**src/rtl/assert_macros.svh**
```systemverilog
// assertion helpers shared by the rtl files
`ifndef ASSERT_MACROS_SVH
`define ASSERT_MACROS_SVH

// condition holds at every clock edge out of reset
`define ASSERT_HOLDS(name, clk, rst_n, expr) \
    name: assert property (@(posedge clk) disable iff (!rst_n) (expr)) \
        else $error("assertion failed: condition does not hold");

// trigger in one cycle implies the outcome in the next
`define ASSERT_IMPLIES(name, clk, rst_n, pre, post) \
    name: assert property (@(posedge clk) disable iff (!rst_n) (pre) |=> (post)) \
        else $error("assertion failed: expected outcome missing");

`endif

```
**src/rtl/deq_pkg.sv**
```systemverilog
package deq_pkg;

    localparam int ENTRY_W = 32;
    localparam int COUNT_W = 5;

    typedef enum logic [1:0] {
        REQ_PUSH_HEAD = 2'd0,
        REQ_PUSH_TAIL = 2'd1,
        REQ_POP_HEAD  = 2'd2,
        REQ_POP_TAIL  = 2'd3
    } t_req_type;

    typedef enum logic [1:0] {
        ST_DONE  = 2'd0,
        ST_EMPTY = 2'd1,
        ST_FULL  = 2'd2
    } t_status;

    // per-cell command, driven by the control logic for each cell every cycle
    typedef enum logic [1:0] {
        CELL_HOLD  = 2'd0,
        CELL_SHR   = 2'd1,
        CELL_SHL   = 2'd2,
        CELL_LOAD  = 2'd3
    } t_cell_op;

    typedef struct packed {
        t_req_type          req_type;
        logic [ENTRY_W-1:0] entry_value;
    } t_in_req;

    typedef struct packed {
        logic [ENTRY_W-1:0] front_value;
        logic               front_valid;
        logic [COUNT_W-1:0] entry_count;
        t_status            status;
    } t_out_res;

endpackage

```
**src/rtl/deq_cell.sv**
```systemverilog
module deq_cell (
    input  logic                       i_clk,
    input  deq_pkg::t_cell_op          i_op,
    input  logic [deq_pkg::ENTRY_W-1:0] i_load_value,
    input  logic [deq_pkg::ENTRY_W-1:0] i_prev_value,
    input  logic [deq_pkg::ENTRY_W-1:0] i_next_value,
    output logic [deq_pkg::ENTRY_W-1:0] o_value,
    output logic [deq_pkg::ENTRY_W-1:0] o_n_value
);
    import deq_pkg::*;

    logic [ENTRY_W-1:0] r_value;
    logic [ENTRY_W-1:0] n_value;

    // pick the new contents from the neighbors, the request or itself
    always_comb begin
        case (i_op)
            CELL_SHR:  n_value = i_prev_value;
            CELL_SHL:  n_value = i_next_value;
            CELL_LOAD: n_value = i_load_value;
            default:   n_value = r_value;
        endcase
    end

    // entry storage, no reset needed
    always_ff @(posedge i_clk) begin
        r_value <= n_value;
    end

    assign o_value   = r_value;
    assign o_n_value = n_value;

endmodule

```
**src/rtl/deq_out.sv**
```systemverilog
module deq_out (
    input  logic              i_clk,
    input  logic              i_rst_n,
    input  logic              i_valid,
    input  deq_pkg::t_out_res i_data,
    output logic              o_full,
    output logic              o_out_valid,
    input  logic              i_out_stall,
    output deq_pkg::t_out_res o_out_data
);
    import deq_pkg::*;

    `include "assert_macros.svh"

    logic     r_main_valid;
    logic     r_skid_valid;
    t_out_res r_main;
    t_out_res r_skid;
    logic     w_main_free;

    assign w_main_free = !r_main_valid || !i_out_stall;

    // valid flags of the output register and the skid stage
    always_ff @(posedge i_clk) begin
        if (!i_rst_n) begin
            r_main_valid <= 1'b0;
            r_skid_valid <= 1'b0;
        end else if (w_main_free) begin
            if (r_skid_valid) begin
                r_main_valid <= 1'b1;
                r_skid_valid <= 1'b0;
            end else begin
                r_main_valid <= i_valid;
            end
        end else if (i_valid) begin
            r_skid_valid <= 1'b1;
        end
    end

    // result payloads
    always_ff @(posedge i_clk) begin
        if (w_main_free) begin
            r_main <= r_skid_valid ? r_skid : i_data;
        end else if (i_valid) begin
            r_skid <= i_data;
        end
    end

    assign o_full      = r_skid_valid;
    assign o_out_valid = r_main_valid;
    assign o_out_data  = r_main;

    `ASSERT_HOLDS(a_skid_behind_main, i_clk, i_rst_n, !r_skid_valid || r_main_valid)
    `ASSERT_IMPLIES(a_skid_drains, i_clk, i_rst_n, r_skid_valid && !i_out_stall, !r_skid_valid)

endmodule

```
**src/rtl/double_ended_queue_core.sv**
```systemverilog
// double-ended queue held in a row of shifting cells, front entry in cell 0
// input channel: i_in_valid / o_in_stall carry one request (req_type,
//   entry_value); a request is taken at a clock edge with valid high and
//   stall low
// output channel: o_out_valid / i_out_stall carry one result per request
//   (front entry, non-empty flag, entry count, status)
// registering: the result is registered in the output register, or in the skid stage while the receiver stalls
// throughput: one request per cycle while o_in_stall is low; a head push shifts every
//   cell right, a head pop shifts them left, a tail push loads the cell at the count,
//   a tail pop only lowers the count, so each request is finished in a single cell update
// receiver stall: a result waits in the output register and one more in a
//   skid stage; o_in_stall rises only while the skid stage is occupied
// reset: count goes to zero, both result stages empty; cell contents are
//   undefined and never shown, since only cells below the count are read
// status: done, pop on an empty queue ignored, push into a full queue
//   rejected; rejected or ignored requests leave the contents unchanged
module double_ended_queue_core #(
    parameter int DEPTH = 16
) (
    input  logic              i_clk,
    input  logic              i_rst_n,
    input  logic              i_in_valid,
    output logic              o_in_stall,
    input  deq_pkg::t_in_req  i_in_data,
    output logic              o_out_valid,
    input  logic              i_out_stall,
    output deq_pkg::t_out_res o_out_data
);
    import deq_pkg::*;

    `include "assert_macros.svh"

    localparam int CW = $clog2(DEPTH + 1);

    logic [CW-1:0]      r_count;
    logic [CW-1:0]      n_count;
    logic               w_accept;
    logic               w_full;
    logic               w_empty;
    logic               w_push;
    t_status            w_status;
    t_cell_op           w_op      [DEPTH];
    logic [ENTRY_W-1:0] w_value   [DEPTH];
    logic [ENTRY_W-1:0] w_n_value [DEPTH];
    t_out_res           w_res;
    logic               w_out_full;

    assign w_accept   = i_in_valid && !w_out_full;
    assign o_in_stall = w_out_full;
    assign w_full     = (r_count == CW'(DEPTH));
    assign w_empty    = (r_count == '0);
    assign w_push     = (i_in_data.req_type == REQ_PUSH_HEAD) ||
                        (i_in_data.req_type == REQ_PUSH_TAIL);

    // count update and status
    always_comb begin
        n_count  = r_count;
        w_status = ST_DONE;
        if (w_accept) begin
            if (w_push) begin
                if (w_full) begin
                    w_status = ST_FULL;
                end else begin
                    n_count = r_count + CW'(1);
                end
            end else begin
                if (w_empty) begin
                    w_status = ST_EMPTY;
                end else begin
                    n_count = r_count - CW'(1);
                end
            end
        end
    end

    // command for each cell
    always_comb begin
        for (int i = 0; i < DEPTH; i++) begin
            w_op[i] = CELL_HOLD;
            if (w_accept) begin
                case (i_in_data.req_type)
                    REQ_PUSH_HEAD: begin
                        if (!w_full) w_op[i] = (i == 0) ? CELL_LOAD : CELL_SHR;
                    end
                    REQ_PUSH_TAIL: begin
                        if (!w_full && r_count == CW'(i)) w_op[i] = CELL_LOAD;
                    end
                    REQ_POP_HEAD: begin
                        if (!w_empty && i < DEPTH - 1) w_op[i] = CELL_SHL;
                    end
                    default: w_op[i] = CELL_HOLD;
                endcase
            end
        end
    end

    // row of cells, each wired to its neighbors
    for (genvar g = 0; g < DEPTH; g++) begin : g_cell
        logic [ENTRY_W-1:0] w_prev;
        logic [ENTRY_W-1:0] w_next;
        if (g == 0) begin : g_first
            assign w_prev = i_in_data.entry_value;
        end else begin : g_mid
            assign w_prev = w_value[g-1];
        end
        if (g == DEPTH - 1) begin : g_last
            assign w_next = w_value[g];
        end else begin : g_inner
            assign w_next = w_value[g+1];
        end
        deq_cell u_cell (
            .i_clk        (i_clk),
            .i_op         (w_op[g]),
            .i_load_value (i_in_data.entry_value),
            .i_prev_value (w_prev),
            .i_next_value (w_next),
            .o_value      (w_value[g]),
            .o_n_value    (w_n_value[g])
        );
    end

    // count register
    always_ff @(posedge i_clk) begin
        if (!i_rst_n) begin
            r_count <= '0;
        end else begin
            r_count <= n_count;
        end
    end

    // result of the request, from the state after it
    always_comb begin
        w_res.front_valid = (n_count != '0);
        w_res.front_value = (n_count != '0) ? w_n_value[0] : '0;
        w_res.entry_count = COUNT_W'(n_count);
        w_res.status      = w_status;
    end

    deq_out u_out (
        .i_clk       (i_clk),
        .i_rst_n     (i_rst_n),
        .i_valid     (w_accept),
        .i_data      (w_res),
        .o_full      (w_out_full),
        .o_out_valid (o_out_valid),
        .i_out_stall (i_out_stall),
        .o_out_data  (o_out_data)
    );

    `ASSERT_HOLDS(a_count_bound, i_clk, i_rst_n, r_count <= CW'(DEPTH))
    `ASSERT_IMPLIES(a_full_push_kept, i_clk, i_rst_n, w_accept && w_full && w_push, $stable(r_count))
    `ASSERT_IMPLIES(a_empty_pop_kept, i_clk, i_rst_n, w_accept && w_empty && !w_push, r_count == '0)
    `ASSERT_IMPLIES(a_result_follows, i_clk, i_rst_n, w_accept, o_out_valid)

endmodule
```
**config.mk**
```make
export PLATFORM = sky130hd
export DESIGN_NAME = double_ended_queue_core
export DESIGN_NICKNAME = d
export VERILOG_FILES = /design/src/rtl/deq_pkg.sv /design/src/rtl/deq_cell.sv /design/src/rtl/deq_out.sv /design/src/rtl/double_ended_queue_core.sv
export VERILOG_INCLUDE_DIRS = /design/src /design/src/rtl
export SDC_FILE = /design/constraint.sdc
export NUM_CORES = 1
export LEC_CHECK = 0
export BUFFER_PORTS_ARGS = -buffer_cell sky130_fd_sc_hd__buf_2
export CAP_MARGIN = 0
export CORE_UTILIZATION = 40
export DETAILED_ROUTE_END_ITERATION = 12
export SLEW_MARGIN = 20
export SYNTH_ARGS = -nofsm -noshare
export SYNTH_HDL_FRONTEND = slang
export SYNTH_SLANG_ARGS = --single-unit
```
**constraint.sdc**
```tcl
create_clock -name i_clk -period 5.8 [get_ports i_clk]
set_input_delay 1.16 -clock i_clk [delete_from_list [all_inputs] [get_ports i_clk]]
set_output_delay 1.16 -clock i_clk [all_outputs]
set_load 0.02 [all_outputs]
```
Word level (Yosys, flattened, before mapping):

Index checks and enable logic that the tools add are counted.

* bitwise logic cells: 2
* reduce and logical (&&, ||, !) cells: 44
* muxes and demuxes: 78
* equality and inequality tests: 65
* add/sub/neg operators: 2

Operator list (count)
* 32-bit case mux with 3 select lines: 14
* 32-bit case mux with 2 select lines: 2
* 2-bit case mux with 3 select lines: 15
* 2-bit 2-to-1 mux: 37
* 2-bit equality test, second input constant: 32
* 3-bit nonzero test: 14
* 5-bit by 4-bit equality test with 1-bit output, second input constant: 8
* 40-bit 2-to-1 mux: 1
* 2-bit by 1-bit equality test with 1-bit output, second input constant: 17
* 32-bit 2-to-1 mux: 1
* 5-bit by 3-bit equality test with 1-bit output, second input constant: 4
* 5-bit 2-to-1 mux: 4
* 1-bit logical AND: 17
* 5-bit by 2-bit equality test with 1-bit output, second input constant: 2
* 5-bit by 1-bit adder with 5-bit output, second input constant: 1
* 5-bit by 1-bit equality test with 1-bit output, second input constant: 1
* 5-bit equality test, second input constant: 1
* 5-bit logical NOT: 1
* 5-bit nonzero test: 1
* 5-bit by 1-bit subtractor with 5-bit output, second input constant: 1
* 1-bit logical NOT: 4
* 2-bit case mux with 2 select lines: 1
* 2-bit OR reduction: 2
* 1-bit 2-to-1 mux: 3
* 5 further kinds: 7

* input port bits: 38
* output and inout bits: 42
* register bits: 599

Depth between registers and ports, before layout:

Gate-level depths: netlist of run 1.

* depth in word-level cells: 11
* gate-level depth with buffers: 10

Modules after synthesis:

From an unflattened synthesis of run 1, not the netlist that was laid out.

* cells, all modules: 1445
* area, all modules: 27794.2 sq um

By module, submodules not included
* deq_cell: instances 16, cells an instance 71, sequential area each 640.6 sq um, area each 1455.1 sq um
* deq_out: instances 1, cells an instance 132, sequential area each 2442.3 sq um, area each 3166.8 sq um
* double_ended_queue_core: instances 1, cells an instance 177, sequential area each 100.1 sq um, area each 1345.0 sq um

Least setup slack after synthesis of run 1:

No wires, ideal clock.

* kind: input-to-reg
* start point: input port i_in_data[33] (netlist name)
* end point: register g_cell[1].u_cell.r_value[0] (enable)
* stages on the path: 6
* buffers on the path: 2
* path slack: 890 ps
* required time: 5334 ps
* arrival: 4444 ps
* path through: buf_2 or4b_1 clkbuf_1 nor2_1 nor2_1 o21ai_0

* cells in the longest elaborated chain, start to end: 5
* elaborated cells between the ends (all ways): 9

Ends and longest elaborated chain
* start, declared: RTL line double_ended_queue_core.sv:24 `input deq_pkg::t_in_req i_in_data,`
* 2-bit equality test, or another cell as far along: RTL line double_ended_queue_core.sv:81 `case (i_in_data.req_type)`
* 2-bit case mux with 3 select lines *: RTL line double_ended_queue_core.sv:81
* 2-bit 2-to-1 mux *: RTL line double_ended_queue_core.sv:80 `if (w_accept) begin`
* 2-bit by 1-bit equality test with 1-bit output or 2-bit equality test (tied branches): RTL line deq_cell.sv:17 `case (i_op)`
* 3-bit nonzero test (no source line) *
* end signal, assigned: RTL line deq_cell.sv:27 `r_value <= n_value;`
* end, declared: RTL line deq_cell.sv:12 `logic [ENTRY_W-1:0] r_value;`

Mark *: on every way between the ends. The rest lies on a longest branch, timed or not.
A chain may end at the register's enable or synchronous reset.

Worst setup path after layout of run 1:

* start point: register r_count[1]
* end point: register u_out.r_main (netlist bit u_out.o_out_data[8]) (data pin)

* cells in the longest elaborated chain, start to end: 11
* elaborated cells between the ends (all ways): 23

Ends and longest elaborated chain
* start, declared: RTL line double_ended_queue_core.sv:35 `logic [CW-1:0] r_count;`
* start signal, assigned: RTL line double_ended_queue_core.sv:127 `r_count <= n_count;`
* 5-bit equality test: RTL line double_ended_queue_core.sv:50 `assign w_full = (r_count == CW'(DEPTH));`
* 1-bit logical NOT: RTL line double_ended_queue_core.sv:86 `if (!w_full && r_count == CW'(i)) w_op[i] = CELL_LOAD;`
* 1-bit logical AND: RTL line double_ended_queue_core.sv:86
* 2-bit 2-to-1 mux: RTL line double_ended_queue_core.sv:86
* 2-bit case mux with 3 select lines *: RTL line double_ended_queue_core.sv:81
* 2-bit 2-to-1 mux *: RTL line double_ended_queue_core.sv:80
* 2-bit by 1-bit equality test with 1-bit output or 2-bit equality test (tied branches): RTL line deq_cell.sv:17
* 2-bit OR reduction (no source line)
* 32-bit case mux with 2 select lines *: RTL line deq_cell.sv:17
* named net g_cell[0].u_cell.o_n_value, one bit: RTL line deq_cell.sv:8 `output logic [deq_pkg::ENTRY_W-1:0] o_n_value`
* 32-bit 2-to-1 mux *: RTL line double_ended_queue_core.sv:134 `w_res.front_value = (n_count != '0) ? w_n_value[0] : '0;`
* 40-bit 2-to-1 mux *: RTL line deq_out.sv:43 `r_main <= r_skid_valid ? r_skid : i_data;`
* end signal, assigned: RTL line deq_out.sv:43
* end, declared: RTL line deq_out.sv:17 `t_out_res r_main;`

The timed path passes the listed nets; every way through them passes the cells marked *.

==> impl_metrics.yaml, run 1 <==
run_status:
  outcome: "complete, no violations"
floorplanning:
  io_pins: 80
  die_w_um: 269
  initial_utilization_pct: 40.5
  die_area_sq_um: 72200
  num_rows: 97
  fp.coreArea_sq_um: 70100
  die_y_um: 269
pwr:
  peakVddDrop_mv: 0.352
  power_density_nw_per_um2: 388
  finalPower_mw: 12.3
  leakage_nw: 11.4
routing:
  wl_um: 70700
  drt_first_pass_iters: 8
  route.detailed.drc: 0
  dr.first_iter.drc_count: 2951
  vias_per_cell: 5.85
  avgRoutedWirePerCell_um: 20.6
  ant_nets: 0
  num_vias: 20070
timing:
  fin_skew_ns: 0.0181
  hold_violations: 0
  rsz0062_at_grt: "false"
  period_share_pct: 62.5
  fin_setup_tns_ns: 0
  maxSlewHeadroom_pct: 24.0
  final_max_slew_viol_count: 0
  finalSetupViolations: 0
  period_minus_slack_ns: 3.62
  worst_pin_slew_ns: 1.13
  max_freq_ghz: 0.276
setup_path:
  required_ns: 6.12
  crit_type: "reg -> reg"
  critPathArrivalTime_ns: 3.94
  start_kind: "register"
  end_kind: "register"
  crit_fanout: 32
  r2r_cells: 8
synthesis:
  async_reset_ff_share_pct: 0
  synthCells: 2462
  netlist_area_sq_um: 28400
  syn_area_per_cell_sq_um: 11.6
  yosysSeqAreaShare_pct: 61.9
  ys_ff_latch: 599
  syn-num-nets: 2506
  synth_edf_count: 560
  synth_flop_cell: "edfxtp_1"
  yosysWarningCount: 0
  ys_types: 59
grt:
  antenna_found_initial: 2
  grt_start_max_net_pins: 155
  grt_pass1_wl_um: 112000
  overflow: 0
  grt_pass1_vias: 19102
  gr-usage-all-layers_pct: 19.4
clock_tree:
  root_buffer: "clkbuf_16"
  cts_hold_buf: 0
  cts_resized: 0
  numCtsBuffers: 61
  cts_tree: "done"
  htreeDepth: 2
  clk_latency_ns: 0.63
  cts_buffer_depth: 3
  post_cts_buffers: 0
  clkSlewWorstSetupHoldPaths_ns: 0.06
  clock-sinks: 599
placement:
  placed_cells: 3315
  dpl.hpwl_um: 47700
  place_congestion: 0.828
  io_buffers: 79
final_layout:
  mostFrequentLayoutCells: "560 x edfxtp_1, 388 x inv_1, 352 x a22oi_1, 272 x o21ai_0, 139 x nand2_1"
  drive_gt1_share_pct: 12.6
  stdcell_count: 3431
  nNetsFinal: 2485
  final_common_cell: "edfxtp_1"
  nFillCells: 6489
  syn2layout_area_growth_pct: 11.4
hold_path:
  hp-class: "reg -> reg"
  hold_depth: 1
run:
  drv_cap: 0
[logic make-up (layout without fill, tap and decap cells)]
group | count (synthesis) | count (layout) | share of synthesized area [%]
fa+ha+maj | 6 | 6 | 0.264
flops | 599 | 599 | 61.9
other cells | 0 | 2 | 0
simple gates | 267 | 267 | 4.62
xor+xnor | 2 | 2 | 0.0616
mux | 70 | 70 | 2.63
buf+inv | 622 | 649 | 8.53
compound gates | 896 | 896 | 22.0
[metal layers]
layer | vias to the layer above | share of wire, % | global-route usage, %
li1 | 9262 | - | -
met1 | 9584 | 46 | 30.7
met2 | 1140 | 42 | 27.5
met3 | 84 | 10 | 3.01
met4 | 0 | 1.7 | 4.76
met5 | - | 0 | 0
[cell type report]
| class | count | area [sq um] | area share (%) |
|---|---|---|---|
| Sequential cell | 599 | 17600 | 55.6 |
| Tap cell | 940 | 1180 | 3.71 |
| Multi-Input combinational cell | 1241 | 8580 | 27.1 |
| Timing Repair Buffer | 148 | 993 | 3.14 |
| Clock inverter | 21 | 164 | 0.517 |
| Inverter | 390 | 1460 | 4.62 |
| Clock buffer | 90 | 1700 | 5.35 |
| Antenna cell | 2 | 5.00 | 0.0158 |
[cells in the mapped netlist (23+ instances only)]
library cell | instances | area [sq um]
edfxtp_1 | 560 | 16800
inv_1 | 388 | 1460
a22oi_1 | 352 | 2640
o21ai_0 | 274 | 1370
clkbuf_1 | 169 | 634
nand2_1 | 140 | 526
a222oi_1 | 96 | 961
buf_2 | 53 | 265
dfxtp_1 | 39 | 781
mux2_2 | 36 | 405
a21oi_1 | 34 | 170
mux2i_1 | 33 | 330
nand4_1 | 33 | 206
nor2_1 | 32 | 120
o2111ai_1 | 32 | 280
o21ai_1 | 24 | 120
o311ai_0 | 23 | 201
[path summary, 6_finish.rpt]
path | slack [ns] | to | startpoint
worst max register to register | 2.18 | u_out.o_out_data[8]$_DFFE_PP_ | r_count[1]$_SDFF_PN0_
worst min-delay path | 0.53 | u_out.o_out_data[0]$_DFFE_PP_ | u_out.r_skid[0]$_DFFE_PP_
worst min register to register | 0.53 | u_out.o_out_data[0]$_DFFE_PP_ | u_out.r_skid[0]$_DFFE_PP_
worst max-delay path | 2.18 | u_out.o_out_data[8]$_DFFE_PP_ | r_count[1]$_SDFF_PN0_
[metrics by stage]
step	utilization [%]	area, sq um	hold WS (ns)	setup slack [ns]
floorplan	-	28400	0.499	0.890
global placement	42.4	29700	0.508	1.81
detailed placement	42.4	29800	0.517	1.68
CTS	45.1	31600	0.531	1.87
global route	45.2	31700	0.551	2.00
finish	45.2	31700	0.529	2.18
[power breakdown]
| part | switching, mW | internal, mW |
|---|---|---|
| Clock | 1.63 | 2.10 |
| Combinational | 1.77 | 0.840 |
| Sequential | 0.284 | 5.65 |
| Total | 3.69 | 8.59 |
[worst max-delay path, stage by stage (launching register included)]
cell,delay [ns]
dfxtp_1,0.36
inv_1,0.20
ha_1,0.29
nor3b_4,0.61
buf_4,0.40
and4_2,0.72
o311ai_0,0.37
mux2i_1,0.26
a21oi_1,0.10
[sequential cells by signal, indices dropped and copies added, names as in the netlist]
| name | cells |
|---|---|
| u_out.r_skid | 40 |
| u_out.o_full | 1 |
| g_cell.u_cell.o_value | 512 |
| u_out.o_out_data | 40 |
| r_count | 5 |
| u_out.o_out_valid | 1 |
(Power assumes the default switching activity.)
==> inputs of run 2 (changes only) <==
- clock period: 5.8 -> 2.9 ns (I/O delays scaled with it)
==> run 2 against run 1 <==
Against the previous run:
- wire length rose by 6.7%
- register-to-register slack got worse by 2.1 ns
- maximum frequency rose by 29%
- clock power rose by 130%
- total power rose by 110%
- cell area rose by 3.3%
- combinational power rose by 110%
- flip-flop and latch count did not move
- via count rose by 2.2%
- critical path depth rose by 2
==> impl_metrics.yaml, run 2 (synthesis gave the netlist of run 1 again) <==
run_status:
  outcome: "complete, no violations"
clock_tree:
  cts_hold_buf: 0
  cts_buffer_depth: 3
  htreeDepth: 3
  cts_tree: "done"
  clk_latency_ns: 0.61
  post_cts_buffers: 0
  clkSlewWorstSetupHoldPaths_ns: 0.06
  numCtsBuffers: 68
  root_buffer: "clkbuf_16"
  clock-sinks: 599
routing:
  wl_um: 75400
  num_vias: 20512
  dr.first_iter.drc_count: 2846
  route.detailed.drc: 0
  avgRoutedWirePerCell_um: 21.6
  vias_per_cell: 5.87
  drt_first_pass_iters: 8
  ant_nets: 0
final_layout:
  final_area_sq_um: 32700
  mostFrequentLayoutCells: "560 x edfxtp_1, 388 x inv_1, 352 x a22oi_1, 272 x o21ai_0, 139 x nand2_1"
  nNetsFinal: 2544
  drive_gt1_share_pct: 15.0
  final_common_cell: "edfxtp_1"
  largest_reg_flops: 512
  syn2layout_area_growth_pct: 15.1
  utilization_pct: 46.7
placement:
  io_buffers: 79
  place_congestion: 0.876
  place_area_sq_um: 30500
  post-place-ws_ns: -0.0268
  dpl.hpwl_um: 49900
grt:
  met3_usage_pct: 3.95
  grt_util_met2_pct: 31.3
  overflow: 0
  grt_use_met1_pct: 31.0
  gr-max-usage-layer: "met2"
  gr-usage-all-layers_pct: 20.9
  grt_start_max_net_pins: 96
  grt_pass1_wl_um: 119000
  antenna_found_initial: 3
  grt_pass1_vias: 20078
setup_path:
  end_kind: "register"
  r2r_cells: 10
  reg2reg_slack_ns: 0.09
  rr_startpoint: "r_count[0]$_SDFF_PN0_"
  required_ns: 3.21
  endpoint: "u_out.r_skid[20]$_DFFE_PP_"
  start_kind: "register"
  crit_type: "reg -> reg"
  crit_start: "r_count[0]$_SDFF_PN0_"
  crit_fanout: 40
  r2r-end: "u_out.r_skid[20]$_DFFE_PP_"
  critPathArrivalTime_ns: 3.12
floorplanning:
  initial_utilization_pct: 40.5
  die_y_um: 269
  die_w_um: 269
  fp.coreArea_sq_um: 70100
  die_area_sq_um: 72200
  num_rows: 97
  io_pins: 80
timing:
  rsz0062_at_grt: "true"
  worst_slack_ns: 0.0860
  worst_pin_slew_ns: 0.904
  maxSlewHeadroom_pct: 39.2
  fin_skew_ns: 0.0263
  period_share_pct: 97.0
  timing.hold.ws_ns: 0.307
  max_freq_ghz: 0.355
  final_max_slew_viol_count: 0
  finalSetupViolations: 0
  hold_violations: 0
  period_minus_slack_ns: 2.81
pwr:
  finalPower_mw: 26.1
  power_density_nw_per_um2: 797
  peakVddDrop_mv: 0.486
  leakage_nw: 11.9
hold_path:
  hp-class: "in -> reg"
run:
  drv_cap: 0
==> run 2: routing by layer <==
metal,vias to the layer above,share of wire [%]
met5,-,0
met4,0,1.7
met3,97,8.9
met2,987,44
met1,10019,46
li1,9409,-
==> run 2: how the worst min path moves through the flow <==
stage / end / startpoint / depth (start not counted) / slack (ns)
after floorplan: u_out.o_out_data[0]$_DFFE_PP_ / u_out.r_skid[0]$_DFFE_PP_ / 1 / 0.50
after global placement: u_out.o_out_data[1]$_DFFE_PP_ / u_out.r_skid[1]$_DFFE_PP_ / 1 / 0.51
after detailed placement: u_out.o_out_data[1]$_DFFE_PP_ / u_out.r_skid[1]$_DFFE_PP_ / 1 / 0.52
after CTS: r_count[0]$_SDFF_PN0_ / i_rst_n / 2 / 0.27
after global routing: r_count[4]$_SDFF_PN0_ / i_rst_n / 2 / 0.29
final: r_count[0]$_SDFF_PN0_ / i_rst_n / 2 / 0.31
==> run 2: repair_timing <==
item | in CTS | in global routing
hold endpoints to repair | 0 | 0
cloned | 0 | 0
setup endpoints to repair | 2 | 252
gates resized for setup | 2 | 2
==> run 2: critical path, stage by stage (launching register included) <==
cell and delay (ns):
dfxtp_1 0.31, buf_4 0.15, ha_1 0.26, and3_1 0.21
ha_1 0.29, nor4b_1 0.06, a221oi_1 0.26, o31ai_1 0.27
nor3_4 0.24, buf_6 0.31, a21boi_0 0.16
==> run 2: area by class of cell <==
type / count / area (sq um)
fillers: 6429 / 37400
flip-flops and latches: 599 / 17600
multi-input cells: 1241 / 8620
clock buffers: 88 / 1870
repair buffers: 200 / 1640
inverters: 390 / 1460
well taps: 940 / 1180
clock inverters: 34 / 370
diodes: 3 / 7.51
==> run 2: power by group <==
group / total [mW] / switching, mW / internal (mW)
Sequential: 11.8 / 0.543 / 11.3
Combinational: 5.59 / 3.69 / 1.90
Clock: 8.65 / 3.47 / 5.18
Total: 26.1 / 7.71 / 18.4
==> run 2: metrics by stage <==
stage	instances	setup TNS [ns]
2_1_floorplan	2462	-41.38
3_3_place_gp	3370	-0.0127
3_5_place_dp	3370	-0.0272
4_1_cts	3492	0
5_1_grt	3495	-0.265
6_report	3495	0
